==> config.mk <==
export PLATFORM = sky130hd
export DESIGN_NAME = coprime_range_counter_top_flat
export DESIGN_NICKNAME = d
export VERILOG_FILES = /design/src/sv/crc_pkg.sv /design/src/sv/crc_if.sv /design/src/sv/coprime_range_counter_top.sv /design/src/sv/crc_div.sv /design/src/flat_wrapper.sv
export SDC_FILE = /design/constraint.sdc
export NUM_CORES = 2
export LEC_CHECK = 0
export BUFFER_PORTS_ARGS = -buffer_cell sky130_fd_sc_hd__buf_2
export CAP_MARGIN = 20
export CORE_MARGIN = 2
export CORE_UTILIZATION = 50
export CTS_BUF_LIST = sky130_fd_sc_hd__clkbuf_8
export DETAILED_ROUTE_END_ITERATION = 8
export GPL_ROUTABILITY_DRIVEN = 0
export PLACE_DENSITY = 0.77
export SLEW_MARGIN = 20
export SYNTH_ARGS = -nofsm -noshare
export SYNTH_HDL_FRONTEND = slang
export SYNTH_HIERARCHICAL = 1
export SYNTH_SLANG_ARGS = --single-unit
==> constraint.sdc <==
create_clock -name i_clk -period 12.1 [get_ports i_clk]
set_input_delay 1.815 -clock i_clk [delete_from_list [all_inputs] [get_ports i_clk]]
set_output_delay 1.815 -clock i_clk [all_outputs]
set_load 0.01 [all_outputs]
==> src/sv/crc_pkg.sv <==
// ----------------------------------------------------------------------------
// crc_pkg: shared constants and types for the coprime range counter
// Widths of the value path and the prime list.
// ----------------------------------------------------------------------------
package crc_pkg;
    localparam int VALUE_BITS = 32;
    localparam int MAX_PRIMES = 9;
    localparam int CNT_BITS   = 4;
    typedef logic [VALUE_BITS-1:0] t_value;

    // divider request / response
    typedef struct packed {
        logic   start;
        t_value num;
        t_value den;
    } t_div_req;

    typedef struct packed {
        logic   done;
        t_value quo;
        t_value rem;
    } t_div_rsp;
endpackage

==> src/sv/crc_if.sv <==
// ----------------------------------------------------------------------------
// crc_if: valid/ready channels
// Query, result and modulus write channels.
// ----------------------------------------------------------------------------
interface crc_query_if;
    logic            valid;
    logic            ready;
    crc_pkg::t_value range_low;
    crc_pkg::t_value range_high;
    modport source (output valid, range_low, range_high, input ready);
    modport sink   (input valid, range_low, range_high, output ready);
endinterface

interface crc_result_if;
    logic            valid;
    logic            ready;
    crc_pkg::t_value coprime_count;
    modport source (output valid, coprime_count, input ready);
    modport sink   (input valid, coprime_count, output ready);
endinterface

interface crc_cfg_if;
    logic            valid;
    logic            ready;
    crc_pkg::t_value modulus;
    modport source (output valid, modulus, input ready);
    modport sink   (input valid, modulus, output ready);
endinterface

==> src/sv/coprime_range_counter_top.sv <==
// ----------------------------------------------------------------------------
// coprime_range_counter_top: count of integers in [lo,hi] coprime to modulus
// Factors the modulus by trial division, then sums inclusion-exclusion
// terms, all through one shared bit-serial divider.
// ----------------------------------------------------------------------------
// channel   dir  beat carries
// i_cfg     in   modulus (one register)
// i_query   in   range_low, range_high
// o_result  out  coprime_count
//
// Every division runs on the shared divider, from the state that issues it
// to the state that takes the quotient.
// Factoring (only on the first query after reset or a modulus write) costs
// one division per trial divisor up to sqrt of what is left of the modulus,
// plus one per factor stripped: up to ~65536 divides for a large prime
// modulus.
// A query then needs, per subset, one divide per member prime for the
// overflow check plus one divide for the term, at hi and at lo-1.
// Reset clears all control state; the modulus resets to 1.
// The query side is not ready while a query is in flight. A finished count
// waits in the output register until taken; the next query may be taken
// meanwhile and, once done, waits for that register to free up.
// Modulus writes are taken only when idle with no count waiting; while a
// write is offered the query side drops ready.
// ----------------------------------------------------------------------------
module coprime_range_counter_top (
    input  logic i_clk,
    input  logic i_rst_n,
    crc_cfg_if.sink      i_cfg,
    crc_query_if.sink    i_query,
    crc_result_if.source o_result
);
    localparam int W  = crc_pkg::VALUE_BITS;
    localparam int NP = crc_pkg::MAX_PRIMES;
    localparam int CB = crc_pkg::CNT_BITS;
    localparam int JB = $clog2(NP);

    localparam logic [3:0] S_IDLE  = 4'd0;
    localparam logic [3:0] S_FTRY  = 4'd1;  // m / i
    localparam logic [3:0] S_FCHK  = 4'd2;  // test m % i, bound m/i >= i
    localparam logic [3:0] S_FDIV  = 4'd3;  // strip factor i
    localparam logic [3:0] S_FEND  = 4'd4;
    localparam logic [3:0] S_SIDE  = 4'd5;  // start one bound
    localparam logic [3:0] S_PSTEP = 4'd6;  // walk subset members
    localparam logic [3:0] S_PCHK  = 4'd7;
    localparam logic [3:0] S_TERM  = 4'd8;
    localparam logic [3:0] S_TADD  = 4'd9;
    localparam logic [3:0] S_NEXT  = 4'd10;
    localparam logic [3:0] S_OUT   = 4'd11;

    logic [3:0]    r_state;
    crc_pkg::t_value r_mod, r_m, r_i, r_n, r_prod, r_tot, r_hi, r_lo;
    crc_pkg::t_value r_list [NP];
    logic [CB-1:0] r_pcnt;
    logic          r_ready_f, r_side, r_odd, r_big;
    logic [NP:0]   r_sub;
    logic [JB-1:0] r_j;
    logic          r_ovalid;
    crc_pkg::t_value r_res;
    logic          w_out_load;

    crc_pkg::t_div_req w_req;
    crc_pkg::t_div_rsp w_rsp;

    crc_div u_div (.i_clk(i_clk), .i_rst_n(i_rst_n), .i_req(w_req), .o_rsp(w_rsp));

    assign i_cfg.ready   = (r_state == S_IDLE) && !r_ovalid;
    assign i_query.ready = (r_state == S_IDLE) && !i_cfg.valid;
    assign o_result.valid = r_ovalid;
    assign o_result.coprime_count = r_res;

    // finished count moves into the output register once it is free
    assign w_out_load = (r_state == S_OUT) && (!r_ovalid || o_result.ready);

    logic [2*W-1:0] w_mul;
    assign w_mul = r_prod * r_list[r_j];

    always_ff @(posedge i_clk) begin
        if (!i_rst_n) begin
            r_state   <= S_IDLE;
            r_mod     <= crc_pkg::t_value'(1);
            r_pcnt    <= '0;
            r_ready_f <= 1'b0;
            r_ovalid  <= 1'b0;
            w_req.start <= 1'b0;
        end else begin
            w_req.start <= 1'b0;
            r_ovalid <= w_out_load || (r_ovalid && !o_result.ready);
            unique case (r_state)
                S_IDLE: begin
                    if (i_cfg.valid && i_cfg.ready) begin
                        r_mod <= i_cfg.modulus;
                        r_ready_f <= 1'b0;
                    end else if (i_query.valid && i_query.ready) begin
                        r_lo <= i_query.range_low;
                        r_hi <= i_query.range_high;
                        if (i_query.range_low > i_query.range_high) begin
                            r_tot <= '0; r_state <= S_OUT;
                        end else if (r_mod == '0) begin
                            r_tot <= {{(W-1){1'b0}},
                                (i_query.range_low <= crc_pkg::t_value'(1)) &&
                                (i_query.range_high != '0)};
                            r_state <= S_OUT;
                        end else if (!r_ready_f) begin
                            r_pcnt <= '0; r_m <= r_mod; r_i <= crc_pkg::t_value'(2);
                            w_req.start <= 1'b1; w_req.num <= r_mod;
                            w_req.den <= crc_pkg::t_value'(2);
                            r_state <= S_FCHK;
                        end else begin
                            r_tot <= '0; r_side <= 1'b0; r_state <= S_SIDE;
                        end
                    end
                end
                S_FTRY: begin
                    w_req.start <= 1'b1; w_req.num <= r_m; w_req.den <= r_i;
                    r_state <= S_FCHK;
                end
                S_FCHK: if (w_rsp.done) begin
                    if (w_rsp.quo < r_i) begin
                        r_state <= S_FEND;
                    end else if (w_rsp.rem == '0) begin
                        if (r_pcnt < CB'(NP)) begin
                            r_list[r_pcnt[JB-1:0]] <= r_i;
                            r_pcnt <= r_pcnt + 1'b1;
                        end
                        r_m <= w_rsp.quo;
                        w_req.start <= 1'b1; w_req.num <= w_rsp.quo; w_req.den <= r_i;
                        r_state <= S_FDIV;
                    end else begin
                        r_i <= r_i + 1'b1; r_state <= S_FTRY;
                    end
                end
                S_FDIV: if (w_rsp.done) begin
                    if (w_rsp.rem == '0) begin
                        r_m <= w_rsp.quo;
                        w_req.start <= 1'b1; w_req.num <= w_rsp.quo; w_req.den <= r_i;
                    end else begin
                        r_i <= r_i + 1'b1; r_state <= S_FTRY;
                    end
                end
                S_FEND: begin
                    if (r_m != crc_pkg::t_value'(1) && r_pcnt < CB'(NP)) begin
                        r_list[r_pcnt[JB-1:0]] <= r_m;
                        r_pcnt <= r_pcnt + 1'b1;
                    end
                    r_ready_f <= 1'b1;
                    r_tot <= '0; r_side <= 1'b0; r_state <= S_SIDE;
                end
                S_SIDE: begin
                    // side 0: hi adds, side 1: lo-1 subtracts
                    r_n <= r_side ? ((r_lo == '0) ? '0 : r_lo - 1'b1) : r_hi;
                    r_state <= ((r_side ? r_lo : r_hi) <= crc_pkg::t_value'(r_side))
                               ? S_NEXT : S_PSTEP;
                    // bound of zero: mark the sweep as finished
                    r_sub <= ((r_side ? r_lo : r_hi) <= crc_pkg::t_value'(r_side))
                             ? {1'b1, {NP{1'b0}}} : '0;
                    r_prod <= crc_pkg::t_value'(1); r_j <= '0;
                    r_odd <= 1'b0; r_big <= 1'b0;
                end
                S_PSTEP: begin
                    if (r_big || CB'(r_j) >= r_pcnt) begin
                        r_state <= r_big ? S_NEXT : S_TERM;
                    end else if (r_sub[r_j]) begin
                        w_req.start <= 1'b1; w_req.num <= r_n; w_req.den <= r_list[r_j];
                        r_state <= S_PCHK;
                    end else begin
                        r_j <= r_j + 1'b1;
                    end
                end
                S_PCHK: if (w_rsp.done) begin
                    r_odd <= ~r_odd;
                    if (r_prod > w_rsp.quo) r_big <= 1'b1;
                    else r_prod <= w_mul[W-1:0];
                    r_j <= r_j + 1'b1;
                    r_state <= S_PSTEP;
                end
                S_TERM: begin
                    w_req.start <= 1'b1; w_req.num <= r_n; w_req.den <= r_prod;
                    r_state <= S_TADD;
                end
                S_TADD: if (w_rsp.done) begin
                    r_tot <= (r_odd ^ r_side) ? r_tot - w_rsp.quo : r_tot + w_rsp.quo;
                    r_state <= S_NEXT;
                end
                S_NEXT: begin
                    r_prod <= crc_pkg::t_value'(1); r_j <= '0;
                    r_odd <= 1'b0; r_big <= 1'b0;
                    if ((r_sub + 1'b1) >= ((NP+1)'(1) << r_pcnt)) begin
                        if (r_side) begin
                            r_state <= S_OUT;
                        end else begin
                            r_side <= 1'b1; r_state <= S_SIDE;
                        end
                    end else begin
                        r_sub <= r_sub + 1'b1; r_state <= S_PSTEP;
                    end
                end
                S_OUT: begin
                    if (w_out_load) begin
                        r_res <= r_tot; r_state <= S_IDLE;
                    end
                end
                default: r_state <= S_IDLE;
            endcase
        end
    end
endmodule

==> src/sv/crc_div.sv <==
// ----------------------------------------------------------------------------
// crc_div: restoring divider, one quotient bit per cycle
// Start latches operands; done pulses with quotient and remainder.
// ----------------------------------------------------------------------------
module crc_div (
    input  logic              i_clk,
    input  logic              i_rst_n,
    input  crc_pkg::t_div_req i_req,
    output crc_pkg::t_div_rsp o_rsp
);
    localparam int W  = crc_pkg::VALUE_BITS;
    localparam int CB = $clog2(W + 1);

    logic [W-1:0]  r_quo, r_den;
    logic [W:0]    r_rem;
    logic [CB-1:0] r_cnt;
    logic          r_busy, r_done;
    logic [W:0]    w_shift, w_diff;

    assign w_shift = {r_rem[W-1:0], r_quo[W-1]};
    assign w_diff  = w_shift - {1'b0, r_den};

    always_ff @(posedge i_clk) begin
        if (!i_rst_n) begin
            r_busy <= 1'b0;
            r_done <= 1'b0;
        end else begin
            r_done <= 1'b0;
            if (i_req.start) begin
                r_busy <= 1'b1;
                r_quo  <= i_req.num;
                r_den  <= i_req.den;
                r_rem  <= '0;
                r_cnt  <= CB'(W);
            end else if (r_busy) begin
                if (w_diff[W]) begin
                    r_rem <= w_shift;
                    r_quo <= {r_quo[W-2:0], 1'b0};
                end else begin
                    r_rem <= w_diff;
                    r_quo <= {r_quo[W-2:0], 1'b1};
                end
                r_cnt <= r_cnt - 1'b1;
                if (r_cnt == CB'(1)) begin
                    r_busy <= 1'b0;
                    r_done <= 1'b1;
                end
            end
        end
    end

    assign o_rsp.done = r_done;
    assign o_rsp.quo  = r_quo;
    assign o_rsp.rem  = r_rem[W-1:0];
endmodule

==> src/flat_wrapper.sv <==
// flat-port wrapper written by rule: the top's interface ports become plain ports
module coprime_range_counter_top_flat 
  (i_clk, i_rst_n, i_cfg_valid, i_cfg_modulus, i_cfg_ready, i_query_valid, i_query_range_low, i_query_range_high, i_query_ready, o_result_valid, o_result_coprime_count, o_result_ready);
  crc_cfg_if i_cfg_i ();
  crc_query_if i_query_i ();
  crc_result_if o_result_i ();
  input  logic i_clk;
  input  logic i_rst_n;
  input wire logic [$bits(i_cfg_i.valid)-1:0] i_cfg_valid;
  input wire logic [$bits(i_cfg_i.modulus)-1:0] i_cfg_modulus;
  output wire logic [$bits(i_cfg_i.ready)-1:0] i_cfg_ready;
  input wire logic [$bits(i_query_i.valid)-1:0] i_query_valid;
  input wire logic [$bits(i_query_i.range_low)-1:0] i_query_range_low;
  input wire logic [$bits(i_query_i.range_high)-1:0] i_query_range_high;
  output wire logic [$bits(i_query_i.ready)-1:0] i_query_ready;
  output wire logic [$bits(o_result_i.valid)-1:0] o_result_valid;
  output wire logic [$bits(o_result_i.coprime_count)-1:0] o_result_coprime_count;
  input wire logic [$bits(o_result_i.ready)-1:0] o_result_ready;
  assign i_cfg_i.valid = i_cfg_valid;
  assign i_cfg_i.modulus = i_cfg_modulus;
  assign i_cfg_ready = i_cfg_i.ready;
  assign i_query_i.valid = i_query_valid;
  assign i_query_i.range_low = i_query_range_low;
  assign i_query_i.range_high = i_query_range_high;
  assign i_query_ready = i_query_i.ready;
  assign o_result_valid = o_result_i.valid;
  assign o_result_coprime_count = o_result_i.coprime_count;
  assign o_result_i.ready = o_result_ready;
  coprime_range_counter_top u_core (.i_clk(i_clk), .i_rst_n(i_rst_n), .i_cfg(i_cfg_i), .i_query(i_query_i), .o_result(o_result_i));
endmodule
==> run_results.csv <==
group,metric,value,unit
status,outcome,"finished, final reports clean",
yosys,ys_warn_count,6,
worst_setup_path,path_delay_family,"adder cells",
worst_setup_path,path_depth,28,
global_route,grt_busiest_layer,"met2",
yosys,synthCells,4899,
placement,place_inst,6320,
yosys,postSynthAreaPerCell,11.2,um2
die,io_pins,136,
global_route,grt_use_met2,44.3,%
die,start_util,50.4,%
global_route,antenna_found_initial,3,
clock_network,ctsResizeCount,0,
clock_network,post-cts-setup-buffer-count,0,
worst_setup_path,end_kind,"flop",
worst_setup_path,setup.worst_path.start_class,"flop",
global_route,gr-total-overflow,0,
worst_setup_path,reg2regPathDepth,28,
clock_network,clock_latency,0.79,ns
yosys,postSynth.asyncResetShare,0,%
clock_network,clockBufferDepth,3,
sta,finalMaxSlewViolations,0,
sta,finalHoldViolations,0,
sta,fmax,0.106,GHz
placement,io_buffers,135,
global_route,track_usage,26.9,%
global_route,gr-usage-met3,5.41,%
clock_network,cts_buffers,121,
final_layout,drive_gt1_share,11.6,%
worst_setup_path,critPathMaxFanout,39,
route,vias,39336,
clock_network,ctsHoldBuffers,0,
final_layout,syn2layout_area_growth,8.50,%
global_route,gr-usage-met1,33.1,%
worst_setup_path,critPathArrivalTime,9.94,ns
yosys,ys_types,96,
job,cap_violations,0,
sta,min_period,9.42,ns
global_route,grt_pass1_wl,232000,um
sta,relSlewSlack,21.6,%
placement,dp_hpwl,107000,um
sta,fin_tns_setup,0,ns
die,dieHeight,336,um
route,dr.pass1.iters,7,
clock_network,tritoncts,"built",
clock_network,clock-sinks,776,
global_route,grt_max_degree,68,
clock_network,clk_pin_slew_worst_paths,0.07,ns
min_path,hp-class,"reg -> reg",
yosys,synth-seq-cells,776,
worst_setup_path,crit_buf_inv,4,
sta,setup_viol,0,
die,die_area,113000,um2
worst_setup_path,cp_slowest_cell,"dfxtp_4",
sta,finClkSkew,0.0496,ns
die,rows,121,
yosys,synth_edf_count,727,
final_layout,final_cell_mix,"edfxtp_1, inv_1, nand2_1, fa_1, ha_1",
sta,rsz0062_at_grt,"false",
final_layout,final_common_cell,"edfxtp_1",
final_layout,final_nets,5851,
final_layout,fill_cells,9008,
route,vias_per_cell,6.00,
worst_setup_path,required,12.62,ns
route,routedWlPerCell,23.0,um
worst_setup_path,crit_type,"reg -> reg",
sta,finalCritPeriodShare,77.9,%
min_path,min_path_cells,0,
yosys,synth_ff_type,"edfxtp_1",
route,drc,0,
worst_setup_path,crit_top_cell,"fa_1",
yosys,yosysSeqAreaShare,41.5,%
sta,tightest_slew,1.18,ns
yosys,synth_nets,5719,
final_layout,fin_cells,6555,
worst_setup_path,critPathMaxStageDelay,0.86,ns
route,wirelength,151000,um
clock_network,htreeDepth,3,
yosys,syn-cell-area,55000,um2
die,fp.dieW,336,um
global_route,grt_pass1_vias,40156,
clock_network,clk_root_buffer_cell,"clkbuf_8",
die,design.core.area,109000,um2
route,antenna_left,0,
route,first_iter_violations,4600,
[path summary, 6_finish.rpt]
kind,from,end,slack (ns)
min,u_core/r_tot[29]$_DFFE_PP_,u_core/o_result.coprime_count[29]$_DFFE_PP_,0.46
max,flop,u_core/r_prod[31]$_SDFFCE_PN0P_,2.68
min reg2reg,u_core/r_tot[29]$_DFFE_PP_,u_core/o_result.coprime_count[29]$_DFFE_PP_,0.46
max reg2reg,flop,u_core/r_prod[31]$_SDFFCE_PN0P_,2.68
[logic make-up after synthesis]
kind of cell,after synthesis,share of synthesized area [%]
buf+inv,842,6.06
simple gates,1375,12.4
xor+xnor,229,3.73
flops,776,41.5
mux,192,5.25
fa+ha+maj,719,22.0
compound gates,766,9.13
[state kept, by name, summed over array words and instances (netlist names), 6 cells and up, named ones only]
name and count:
u_core/u_div/r_cnt 6, u_core/r_sub 10, u_core/r_i 32, u_core/o_result.coprime_count 32
u_core/r_list 288, u_core/r_m 32, u_core/r_mod 32, u_core/r_prod 32
u_core/u_div/r_den 32, u_core/w_req 65, u_core/r_lo 32, u_core/u_div/r_quo 32
u_core/r_tot 32, u_core/u_div/r_rem 32, u_core/r_n 32, u_core/r_hi 32
[synth_stat cells (11+ instances only)]
cell	count	area [um2]
a211oi_1	15	113
a21o_1	78	586
a21oi_1	190	951
a222oi_1	47	470
a22oi_1	18	135
a31oi_1	12	75.1
and2_1	156	976
and3_1	24	150
buf_2	20	100
buf_6	11	124
clkbuf_1	166	623
dfxtp_1	49	981
edfxtp_1	727	21800
fa_1	410	8210
ha_1	309	3870
inv_1	624	2340
mux2_2	72	811
mux2i_1	52	521
mux4_2	59	1330
nand2_1	480	1800
nand2b_1	72	450
nand3_1	46	230
nand4_1	36	225
nor2_1	224	841
nor2b_1	167	1040
nor3_1	37	185
nor4_1	63	394
o21a_1	28	210
o21ai_0	165	826
o21ai_1	36	180
o21bai_1	12	90.1
o221ai_1	21	184
o22ai_1	38	238
o31ai_1	11	82.6
or3_1	21	131
xnor2_1	176	1540
xor2_1	49	429
[worst reg2reg max path: cells and delay by family (launching register included)]
kind / cells / cell delay (ns)
fa+ha+maj: 9 / 4.36
compound gates: 9 / 1.76
buf+inv: 4 / 0.97
flops: 1 / 0.86
mux: 2 / 0.73
simple gates: 3 / 0.36
xor+xnor: 1 / 0.15
[metrics by stage]
step                      utilization [%]  hold slack, ns  worst slack (ns)  cell area, um2
final                                54.7           0.457              2.68           59600
after global routing                 54.7           0.476              2.20           59600
after CTS                            54.7           0.463              2.65           59600
after detailed placement             52.6           0.448              2.69           57300
after global placement               52.6           0.440              2.75           57300
after floorplan                         -           0.421              3.00           55000
[layout make-up]
cell class              count  area, um2  area share [%]
multi-input cells        3281      29000            48.7
flip-flops and latches    776      22800            38.3
inverters                 626       2350            3.94
well taps                1414       1770            2.97
clock buffers             125       1720            2.88
repair buffers            225       1370            2.29
clock inverters           104        588           0.986
diodes                      4       10.0          0.0168
[layer usage]
layer	routed length (um)	vias to the layer above	part of all wire, %
met4	9260	0	6.1
met1	55400	19352	37
met3	15100	522	10
met2	71300	2208	47
li1	-	17254	-
met5	0	-	0
Power is not shown: default switching activity piles up to over one toggle a cycle in this logic, so the estimate is an artifact.
